==> src/bfsk_pkg.sv <==
// bfsk_pkg: shared types and constants of the bfsk tone modulator
`default_nettype none
package bfsk_pkg;

  // input kind codes
  localparam logic KIND_LOAD = 1'b0;
  localparam logic KIND_TICK = 1'b1;

  // configuration register indexes
  localparam int unsigned CFG_IDX_W = 2;
  localparam logic [CFG_IDX_W-1:0] REG_SAMPLES_PER_BIT = 2'd0;
  localparam logic [CFG_IDX_W-1:0] REG_STEP_FOR_ZERO   = 2'd1;
  localparam logic [CFG_IDX_W-1:0] REG_STEP_FOR_ONE    = 2'd2;
  localparam int unsigned CFG_DATA_W = 32;

  // register reset values (44.1 kHz sample clock, 1 kHz / 2 kHz tones)
  localparam logic [15:0] SPB_RESET       = 16'd4410;
  localparam logic [31:0] STEP_ZERO_RESET = 32'd97391548;
  localparam logic [31:0] STEP_ONE_RESET  = 32'd194783097;

  // bits per byte
  localparam logic [3:0] BITS_PER_BYTE = 4'd8;

  // sine polynomial coefficients, q30
  localparam logic [31:0] Q30_ONE    = 32'h4000_0000;
  localparam logic [31:0] HALF_TURN  = 32'h8000_0000;
  localparam logic [30:0] COEF_A     = 31'd1686629713;
  localparam logic [29:0] COEF_B     = 30'd688904866;
  localparam logic [26:0] COEF_C     = 27'd76016977;
  localparam logic [14:0] SAMPLE_MAX = 15'd32767;
  localparam logic [47:0] ROUND_HALF = 48'd536870912;

  // request queue between phase front and sine back
  localparam int unsigned QUEUE_DEPTH = 4;
  localparam int unsigned QUEUE_AW    = $clog2(QUEUE_DEPTH);
  localparam int unsigned QUEUE_CW    = $clog2(QUEUE_DEPTH + 1);

  // one sample request: phase to look up and its flags
  typedef struct packed {
    logic [31:0] phase;
    logic        active;
    logic        last;
  } tone_req_t;

  // flags carried along the sine pipeline
  typedef struct packed {
    logic neg;
    logic active;
    logic last;
  } tone_tag_t;

endpackage
`default_nettype wire

==> src/bfsk_tone_modulator_unit.sv <==
// bfsk_tone_modulator_unit: binary fsk tone generator, top level
`default_nettype none
// Binary FSK modulator. A load request (tuser 0) takes a byte from tdata and
// sends it msb first; each tick request (tuser 1) returns one signed q1.15
// sine sample. A 1 bit uses step_for_one and a 0 bit step_for_zero as the
// per-sample phase increment; the phase restarts at zero at the start of
// every bit, and each bit lasts samples_per_bit ticks (0 acts as 1). A tick
// while idle returns a zero sample with tuser low; a load while busy is
// dropped. tlast marks the final sample of a byte. The front accepts one
// request per clock while the queue has room; ticks go through a 4-deep
// queue into a 6-stage sine pipeline (a fold stage, four multiply stages
// of a polynomial sine and a scaling stage), and without output stalls
// the sustained rate is one request per clock. Backpressure on the output
// stalls the sine pipeline; the front keeps taking requests until
// the queue fills. SINE_TABLE_ENTRIES sets the phase quantization and must be
// a power of two. Configuration writes take effect on the next clock and are
// meant for idle periods; indexes beyond step_for_one are ignored.
module bfsk_tone_modulator_unit #(
  parameter int unsigned SINE_TABLE_ENTRIES = 1024
) (
  input  wire                             clk,
  input  wire                             rst_n,
  // configuration
  input  wire                             cfg_we,
  input  wire [bfsk_pkg::CFG_IDX_W-1:0]   cfg_index,
  input  wire [bfsk_pkg::CFG_DATA_W-1:0]  cfg_data,
  // request channel
  input  wire                             in_tvalid,
  output logic                            in_tready,
  input  wire [7:0]                       in_tdata,   // [7:0] byte_value
  input  wire                             in_tuser,   // [0] kind
  // sample channel
  output logic                            out_tvalid,
  input  wire                             out_tready,
  output logic [15:0]                     out_tdata,  // [15:0] sample
  output logic                            out_tuser,  // [0] active
  output logic                            out_tlast   // last_of_byte
);

  logic                in_fire;
  logic                q_push;
  logic                q_full;
  logic                q_pop;
  logic                q_empty;
  logic                busy;
  bfsk_pkg::tone_req_t push_req;
  bfsk_pkg::tone_req_t head_req;

  // queue space is the only thing that holds off requests
  assign in_tready = !q_full;
  assign in_fire   = in_tvalid && in_tready;

  // bit sequencing and phase
  bfsk_front u_front (
    .clk        (clk),
    .rst_n      (rst_n),
    .cfg_we     (cfg_we),
    .cfg_index  (cfg_index),
    .cfg_data   (cfg_data),
    .in_fire    (in_fire),
    .kind       (in_tuser),
    .byte_value (in_tdata),
    .push       (q_push),
    .push_req   (push_req),
    .busy       (busy)
  );

  // decouples the front from output stalls
  bfsk_queue u_queue (
    .clk      (clk),
    .rst_n    (rst_n),
    .push     (q_push),
    .push_req (push_req),
    .full     (q_full),
    .pop      (q_pop),
    .head_req (head_req),
    .empty    (q_empty)
  );

  // sine evaluation and output register
  bfsk_sine #(
    .SINE_TABLE_ENTRIES (SINE_TABLE_ENTRIES)
  ) u_sine (
    .clk        (clk),
    .rst_n      (rst_n),
    .head_req   (head_req),
    .head_valid (!q_empty),
    .pop        (q_pop),
    .out_valid  (out_tvalid),
    .out_ready  (out_tready),
    .out_sample (out_tdata),
    .out_active (out_tuser),
    .out_last   (out_tlast)
  );

`ifndef SYNTH
  // a tick never arrives at a full queue
  assert property (@(posedge clk) disable iff (!rst_n) !(q_push && q_full))
    else $error("request pushed into full queue");

  // end of byte only on an active sample
  assert property (@(posedge clk) disable iff (!rst_n)
    out_tvalid && out_tlast |-> out_tuser)
    else $error("last of byte on idle sample");

  // idle samples are silent
  assert property (@(posedge clk) disable iff (!rst_n)
    out_tvalid && !out_tuser |-> out_tdata == 16'd0)
    else $error("idle sample not zero");

  // the sender only goes idle after queuing the last sample of a byte
  assert property (@(posedge clk) disable iff (!rst_n)
    $fell(busy) && $past(rst_n) |-> $past(q_push && push_req.last))
    else $error("busy cleared without last sample");
`endif

endmodule
`default_nettype wire

==> src/bfsk_queue.sv <==
// bfsk_queue: short request fifo between the phase front and the sine back
`default_nettype none
module bfsk_queue (
  input  wire                  clk,
  input  wire                  rst_n,
  input  wire                  push,
  input  bfsk_pkg::tone_req_t  push_req,
  output logic                 full,
  input  wire                  pop,
  output bfsk_pkg::tone_req_t  head_req,
  output logic                 empty
);

  bfsk_pkg::tone_req_t slot_r [bfsk_pkg::QUEUE_DEPTH];
  logic [bfsk_pkg::QUEUE_AW-1:0] wr_ptr_r, wr_ptr_nxt;
  logic [bfsk_pkg::QUEUE_AW-1:0] rd_ptr_r, rd_ptr_nxt;
  logic [bfsk_pkg::QUEUE_CW-1:0] count_r, count_nxt;

  assign full     = (count_r == bfsk_pkg::QUEUE_CW'(bfsk_pkg::QUEUE_DEPTH));
  assign empty    = (count_r == '0);
  assign head_req = slot_r[rd_ptr_r];

  always_comb begin
    wr_ptr_nxt = push ? wr_ptr_r + 1'b1 : wr_ptr_r;
    rd_ptr_nxt = pop ? rd_ptr_r + 1'b1 : rd_ptr_r;
    count_nxt  = count_r;
    if (push && !pop) begin
      count_nxt = count_r + 1'b1;
    end else if (!push && pop) begin
      count_nxt = count_r - 1'b1;
    end
  end

  always_ff @(posedge clk) begin
    if (!rst_n) begin
      wr_ptr_r <= '0;
      rd_ptr_r <= '0;
      count_r  <= '0;
    end else begin
      wr_ptr_r <= wr_ptr_nxt;
      rd_ptr_r <= rd_ptr_nxt;
      count_r  <= count_nxt;
    end
  end

  always_ff @(posedge clk) begin
    if (push) begin
      slot_r[wr_ptr_r] <= push_req;
    end
  end

endmodule
`default_nettype wire

==> src/bfsk_front.sv <==
// bfsk_front: configuration registers, bit sequencing and phase accumulation
`default_nettype none
module bfsk_front (
  input  wire                              clk,
  input  wire                              rst_n,
  input  wire                              cfg_we,
  input  wire [bfsk_pkg::CFG_IDX_W-1:0]    cfg_index,
  input  wire [bfsk_pkg::CFG_DATA_W-1:0]   cfg_data,
  input  wire                              in_fire,
  input  wire                              kind,
  input  wire [7:0]                        byte_value,
  output logic                             push,
  output bfsk_pkg::tone_req_t              push_req,
  output logic                             busy
);

  logic [15:0] spb_r;
  logic [31:0] step_zero_r;
  logic [31:0] step_one_r;

  logic [7:0]  shifter_r, shifter_nxt;
  logic [3:0]  bits_left_r, bits_left_nxt;
  logic [15:0] count_r, count_nxt;
  logic [31:0] phase_r, phase_nxt;
  logic        busy_r, busy_nxt;

  logic        is_tick;
  logic        is_load;
  logic [15:0] count_inc;
  logic [15:0] limit;
  logic        bit_end;
  logic [31:0] step;

  assign is_tick   = in_fire && (kind == bfsk_pkg::KIND_TICK);
  assign is_load   = in_fire && (kind == bfsk_pkg::KIND_LOAD);
  assign count_inc = count_r + 16'd1;
  assign limit     = (spb_r == '0) ? 16'd1 : spb_r;
  // count wrap also ends the bit
  assign bit_end   = (count_inc >= limit) || (count_inc == '0);
  assign step      = shifter_r[7] ? step_one_r : step_zero_r;

  assign push            = is_tick;
  assign push_req.phase  = busy_r ? phase_r : '0;
  assign push_req.active = busy_r;
  assign push_req.last   = busy_r && bit_end && (bits_left_r == 4'd1);
  assign busy            = busy_r;

  always_comb begin
    shifter_nxt   = shifter_r;
    bits_left_nxt = bits_left_r;
    count_nxt     = count_r;
    phase_nxt     = phase_r;
    busy_nxt      = busy_r;
    if (is_load && !busy_r) begin
      shifter_nxt   = byte_value;
      bits_left_nxt = bfsk_pkg::BITS_PER_BYTE;
      count_nxt     = '0;
      phase_nxt     = '0;
      busy_nxt      = 1'b1;
    end else if (is_tick && busy_r) begin
      if (bit_end) begin
        count_nxt     = '0;
        phase_nxt     = '0;
        shifter_nxt   = {shifter_r[6:0], 1'b0};
        bits_left_nxt = bits_left_r - 4'd1;
        if (bits_left_r == 4'd1) begin
          busy_nxt = 1'b0;
        end
      end else begin
        count_nxt = count_inc;
        phase_nxt = phase_r + step;
      end
    end
  end

  always_ff @(posedge clk) begin
    if (!rst_n) begin
      spb_r       <= bfsk_pkg::SPB_RESET;
      step_zero_r <= bfsk_pkg::STEP_ZERO_RESET;
      step_one_r  <= bfsk_pkg::STEP_ONE_RESET;
    end else if (cfg_we) begin
      case (cfg_index)
        bfsk_pkg::REG_SAMPLES_PER_BIT: spb_r       <= cfg_data[15:0];
        bfsk_pkg::REG_STEP_FOR_ZERO:   step_zero_r <= cfg_data;
        bfsk_pkg::REG_STEP_FOR_ONE:    step_one_r  <= cfg_data;
        default: ;
      endcase
    end
  end

  always_ff @(posedge clk) begin
    if (!rst_n) begin
      shifter_r   <= '0;
      bits_left_r <= '0;
      count_r     <= '0;
      phase_r     <= '0;
      busy_r      <= 1'b0;
    end else begin
      shifter_r   <= shifter_nxt;
      bits_left_r <= bits_left_nxt;
      count_r     <= count_nxt;
      phase_r     <= phase_nxt;
      busy_r      <= busy_nxt;
    end
  end

endmodule
`default_nettype wire

==> src/bfsk_sine.sv <==
// bfsk_sine: pipelined fixed-point sine evaluation with output register
`default_nettype none
module bfsk_sine #(
  parameter int unsigned SINE_TABLE_ENTRIES = 1024
) (
  input  wire                  clk,
  input  wire                  rst_n,
  input  bfsk_pkg::tone_req_t  head_req,
  input  wire                  head_valid,
  output logic                 pop,
  output logic                 out_valid,
  input  wire                  out_ready,
  output logic [15:0]          out_sample,
  output logic                 out_active,
  output logic                 out_last
);

  localparam int unsigned IDX_W = $clog2(SINE_TABLE_ENTRIES);

  logic en;

  // stage 1: quantized and folded angle
  logic [31:0] angle;
  logic [31:0] half_angle;
  logic [31:0] folded;
  logic [30:0] x_s1;
  bfsk_pkg::tone_tag_t tag_s1;
  logic v_s1;

  // stage 2: x squared
  logic [61:0] m_xx;
  logic [30:0] x_s2, sq_s2;
  bfsk_pkg::tone_tag_t tag_s2;
  logic v_s2;

  // stage 3: inner coefficient
  logic [57:0] m_c;
  logic [29:0] t_nxt;
  logic [30:0] x_s3, sq_s3;
  logic [29:0] t_s3;
  bfsk_pkg::tone_tag_t tag_s3;
  logic v_s3;

  // stage 4: outer coefficient
  logic [60:0] m_t;
  logic [30:0] t2_nxt;
  logic [30:0] x_s4, t2_s4;
  bfsk_pkg::tone_tag_t tag_s4;
  logic v_s4;

  // stage 5: q30 sine value
  logic [61:0] m_y;
  logic [31:0] y_s5;
  bfsk_pkg::tone_tag_t tag_s5;
  logic v_s5;

  // stage 6: scaled and signed sample
  logic [47:0] m_s;
  logic [17:0] mag_wide;
  logic [14:0] mag;
  logic [15:0] sample_nxt;
  logic [15:0] sample_r;
  logic        active_r, last_r;
  logic        out_valid_r;

  assign en  = !out_valid_r || out_ready;
  assign pop = en && head_valid;

  assign angle      = {head_req.phase[31 -: IDX_W], {(32 - IDX_W){1'b0}}};
  assign half_angle = {1'b0, angle[30:0]};
  assign folded     = (half_angle > bfsk_pkg::Q30_ONE) ?
                      (bfsk_pkg::HALF_TURN - half_angle) : half_angle;

  assign m_xx   = 62'(x_s1) * 62'(x_s1);
  assign m_c    = 58'(sq_s2) * 58'(bfsk_pkg::COEF_C);
  assign t_nxt  = bfsk_pkg::COEF_B - 30'(m_c[57:30]);
  assign m_t    = 61'(sq_s3) * 61'(t_s3);
  assign t2_nxt = bfsk_pkg::COEF_A - m_t[60:30];
  assign m_y    = 62'(x_s4) * 62'(t2_s4);

  assign m_s      = 48'(y_s5) * 48'(bfsk_pkg::SAMPLE_MAX) + bfsk_pkg::ROUND_HALF;
  assign mag_wide = m_s[47:30];
  assign mag      = (mag_wide > 18'(bfsk_pkg::SAMPLE_MAX)) ? bfsk_pkg::SAMPLE_MAX
                                                           : mag_wide[14:0];
  always_comb begin
    if (!tag_s5.active) begin
      sample_nxt = '0;
    end else if (tag_s5.neg) begin
      sample_nxt = 16'd0 - {1'b0, mag};
    end else begin
      sample_nxt = {1'b0, mag};
    end
  end

  always_ff @(posedge clk) begin
    if (!rst_n) begin
      v_s1        <= 1'b0;
      v_s2        <= 1'b0;
      v_s3        <= 1'b0;
      v_s4        <= 1'b0;
      v_s5        <= 1'b0;
      out_valid_r <= 1'b0;
    end else if (en) begin
      v_s1        <= head_valid;
      v_s2        <= v_s1;
      v_s3        <= v_s2;
      v_s4        <= v_s3;
      v_s5        <= v_s4;
      out_valid_r <= v_s5;
    end
  end

  always_ff @(posedge clk) begin
    if (en) begin
      x_s1          <= folded[30:0];
      tag_s1.neg    <= angle[31];
      tag_s1.active <= head_req.active;
      tag_s1.last   <= head_req.last;

      x_s2   <= x_s1;
      sq_s2  <= m_xx[60:30];
      tag_s2 <= tag_s1;

      x_s3   <= x_s2;
      sq_s3  <= sq_s2;
      t_s3   <= t_nxt;
      tag_s3 <= tag_s2;

      x_s4   <= x_s3;
      t2_s4  <= t2_nxt;
      tag_s4 <= tag_s3;

      y_s5   <= m_y[61:30];
      tag_s5 <= tag_s4;

      sample_r <= sample_nxt;
      active_r <= tag_s5.active;
      last_r   <= tag_s5.last;
    end
  end

  assign out_valid  = out_valid_r;
  assign out_sample = sample_r;
  assign out_active = active_r;
  assign out_last   = last_r;

endmodule
`default_nettype wire

==> config.mk <==
export PLATFORM = sky130hd
export DESIGN_NAME = bfsk_tone_modulator_unit
export DESIGN_NICKNAME = d
export VERILOG_FILES = /design/src/bfsk_pkg.sv /design/src/bfsk_tone_modulator_unit.sv /design/src/bfsk_queue.sv /design/src/bfsk_front.sv /design/src/bfsk_sine.sv
export SDC_FILE = /design/constraint.sdc
export NUM_CORES = 2
export LEC_CHECK = 0
export BUFFER_PORTS_ARGS = -buffer_cell sky130_fd_sc_hd__buf_4
export CAP_MARGIN = 40
export CORE_MARGIN = 3
export CORE_UTILIZATION = 60
export CTS_CLUSTER_SIZE = 40
export DETAILED_ROUTE_END_ITERATION = 8
export HOLD_SLACK_MARGIN = 0.1
export PLACE_DENSITY = 0.76
export SYNTH_ARGS = -nofsm -noshare
export SYNTH_HDL_FRONTEND = slang
export SYNTH_SLANG_ARGS = --single-unit
==> constraint.sdc <==
create_clock -name clk -period 23.8 [get_ports clk]
set_input_delay 3.57 -clock clk [delete_from_list [all_inputs] [get_ports clk]]
set_output_delay 3.57 -clock clk [all_outputs]
set_load 0.01 [all_outputs]
==> run_results.csv <==
group,metric,value,unit
cts,cts_tree,"done",
cts,clk_pin_slew_worst_paths,0.06,ns
run_status,status,"finished clean",
critical_path,r2r_cells,28,
sta,rsz0062_at_grt,"false",
die,num_rows,119,
synth,syn_nets,8697,
critical_path,cpMostUsedCell,"fa_1",
die,start_util,0.608,
global_route,grt_max_degree,133,
global_route,track_usage,0.256,
cts,cts.sinks,396,
synth,synth.area.top_cells,"fa_1, ha_1, edfxtp_1, inv_1, dfxtp_1",
die,die_w,334,um
sta,tns,0,ns
synth,async_flop_share,0,
sta,hold_viol,0,
sta,skew,0.0265,ns
critical_path,critical_path_class,"reg -> reg",
critical_path,crit_path_end_kind,"register",
cts,cts_buffers,48,
critical_path,r2r-start,"u_sine.sq_s3[27]",
sta,slew_viol_final,0,
sta,tightest_slew,0.934,ns
finish,n_antenna_cell,0,
hold_path,min_path_type,"reg -> reg",
cts,cts-root-buf,"clkbuf_16",
critical_path,crit_path_start_kind,"register",
detailed_routing,ant_nets,0,
detailed_routing,drt_iter0_markers,2450,
synth,yosysWarnings,0,
detailed_routing,drcViolationCount,0,
cts,htreeDepth,2,
cts,clk_latency,0.64,ns
detailed_routing,wirelength,139,mm
die,fp.dieArea,111000,um2
cts,ctsHoldBuffers,0,
synth,syn_inst,6690,
synth,synth_top_area_frac,0.312,
global_route,grt_overflow_total,0,
global_route,grt_pass1_vias,47600,
synth,synth_seq_cells,396,
critical_path,critPathRequiredTime,24.17,ns
finish,layout.nets,8644,
cts,cts.repair.resized,0,
placed_design,placed_cells,7977,
synth,syn_avg_cell_area,9.64,um2
sta,finalSetupViolCount,0,
cts,post_cts_buffers,0,
finish,drive_above_1_share,0.0493,
synth,synth.distinct_cells,115,
synth,synth_edf_count,240,
detailed_routing,via_per_inst,5.54,
synth,yosysMostFrequentCell,"inv_1",
critical_path,arrival,9.23,ns
die,core,106000,um2
detailed_routing,num_vias,44700,
sta,maxSlewHeadroom,0.377,
placed_design,io_buffers,67,
critical_path,r2r_end,"u_sine.t2_s4[26]",
finish,fin_cells,8068,
global_route,grt_pass1_wl,234,mm
critical_path,setup.worst_path.start,"u_sine.sq_s3[27]",
die,pin_count,68,
synth,seq_area_frac_synth,0.160,
synth,synth_top_area_cell,"fa_1",
global_route,antenna_found_initial,0,
critical_path,cp_max_fo,30,
placed_design,dpl.hpwl,112,mm
critical_path,crit_end,"u_sine.t2_s4[26]",
critical_path,r2r_setup_slack,14.93,ns
sta,holdWs,0.415,ns
synth,synthFlopType,"edfxtp_1",
detailed_routing,detail_route.wl_per_cell,17.2,um
finish,area_delta_synth_final,5.72,%
critical_path,slowest_delay,0.56,ns
sta,fmax,113,MHz
die,die_h,334,um
synth,syn_area,64500,um2
placed_design,gp_congestion,0.904,
critical_path,crit_path_top_delay_cell,"fa_1",
detailed_routing,dr.pass1.iters,7,
synth,synth_top_cells_by_count,"inv_1, fa_1, ha_1",
job,drv_cap,0,
cts,clockBufferDepth,3,
sta,min_period,8.87,ns
finish,num-fill-cells,8380,
sta,period_share,0.372,
[metrics by stage]
stage,worst slack (ns),instance area [um2],utilization
floorplan,14.32,64500,-
global placement,14.87,66200,0.624
finish,14.93,68200,0.643
detailed placement,14.99,66400,0.627
CTS,14.95,68100,0.643
global route,14.48,68200,0.643
[cell families (layout without fill, tap and decap cells)]
| logic type | count (synthesis) | after routing | share of synthesized area |
|---|---|---|---|
| xor+xnor | 222 | 222 | 0.0307 |
| flops | 396 | 396 | 0.160 |
| fa+ha+maj | 1959 | 1959 | 0.497 |
| mux | 73 | 73 | 0.0144 |
| compound gates | 707 | 707 | 0.0746 |
| buf+inv | 1642 | 1629 | 0.0962 |
| simple gates | 1691 | 1691 | 0.127 |
[registers in the layout, indices dropped and copies added, names as in the netlist, 9 cells and up, named ones only]
register             cells
u_front.count_r         16
u_front.phase_r         32
u_front.spb_r           16
u_front.step_one_r      32
u_front.step_zero_r     32
u_queue.slot_r          48
u_sine.out_sample       16
u_sine.sq_s2            16
u_sine.sq_s3            16
u_sine.t2_s4            31
u_sine.t_s3             30
u_sine.x_s1              9
u_sine.x_s4              9
u_sine.y_s5             32
[critical path, delay by kind of cell, from the launching register on]
kind / cells / cell delay, ns
AO/OA/AOI/OAI: 7 / 1.98
XOR/XNOR: 2 / 0.35
flip-flops: 1 / 0.32
buffers and inverters: 6 / 0.66
adder cells (fa/ha/maj): 9 / 4.52
AND/OR/NAND/NOR: 4 / 0.77
[area by class of cell]
class                   count  area (um2)  area share
multi-input cells        4652       47900       0.703
flip-flops and latches    396       10300       0.152
inverters                1422        5350      0.0784
well taps                1391        1740      0.0255
clock buffers              49        1200      0.0177
repair buffers            117        1090      0.0159
clock inverters            41         504     0.00740
[routing by layer]
metal | wire length (um) | GRT usage | vias to the layer above
met2 | 69300 | 0.451 | 1213
met3 | 7580 | 0.0339 | 254
met4 | 4040 | 0.0765 | 0
met5 | 0 | 0 | -
met1 | 57800 | 0.331 | 22200
li1 | - | - | 21100
[worst min-delay path by stage]
stage / start / to / slack (ns) / depth (start not counted)
CTS: u_sine.tag_s4[0] / u_sine.tag_s5[0] / 0.41 / 0
global placement: u_sine.x_s3[24] / u_sine.x_s4[24] / 0.40 / 0
global route: u_sine.tag_s3[2] / u_sine.tag_s4[2] / 0.43 / 0
floorplan: u_sine.tag_s5[0] / u_sine.out_last / 0.40 / 0
finish: u_sine.tag_s4[0] / u_sine.tag_s5[0] / 0.42 / 0
detailed placement: u_sine.tag_s1[2] / u_sine.tag_s2[2] / 0.40 / 0
[placed cells by master (no fill, tap or decap), drive strengths merged, types with 8 or more instances in the layout]
master and instances:
inv 1431, fa 1004, ha 955, nand2 776
and2 372, a21oi 271, edfxtp 240, nor2 163
dfxtp 156, xnor2 141, nand3 136, buf 117
a21o 99, o21ai 94, xor2 81, clkbuf 49
nor3 41, mux2 36, and3 33, nor2b 31
o211ai 29, nand4 27, o21bai 26, o21a 26
mux2i 25, a211oi 24, nand2b 23, or3 21
a31oi 21, clkinv 16, o31ai 13, mux4 12
nor4 12, a21boi 12, and4 11, nor3b 10
bufinv 8, or2 8, clkinvlp 8, a2111oi 8
Power is left out: the tool's default activity adds up to more than one toggle a clock period on the data nets, which glitch-free logic cannot reach.
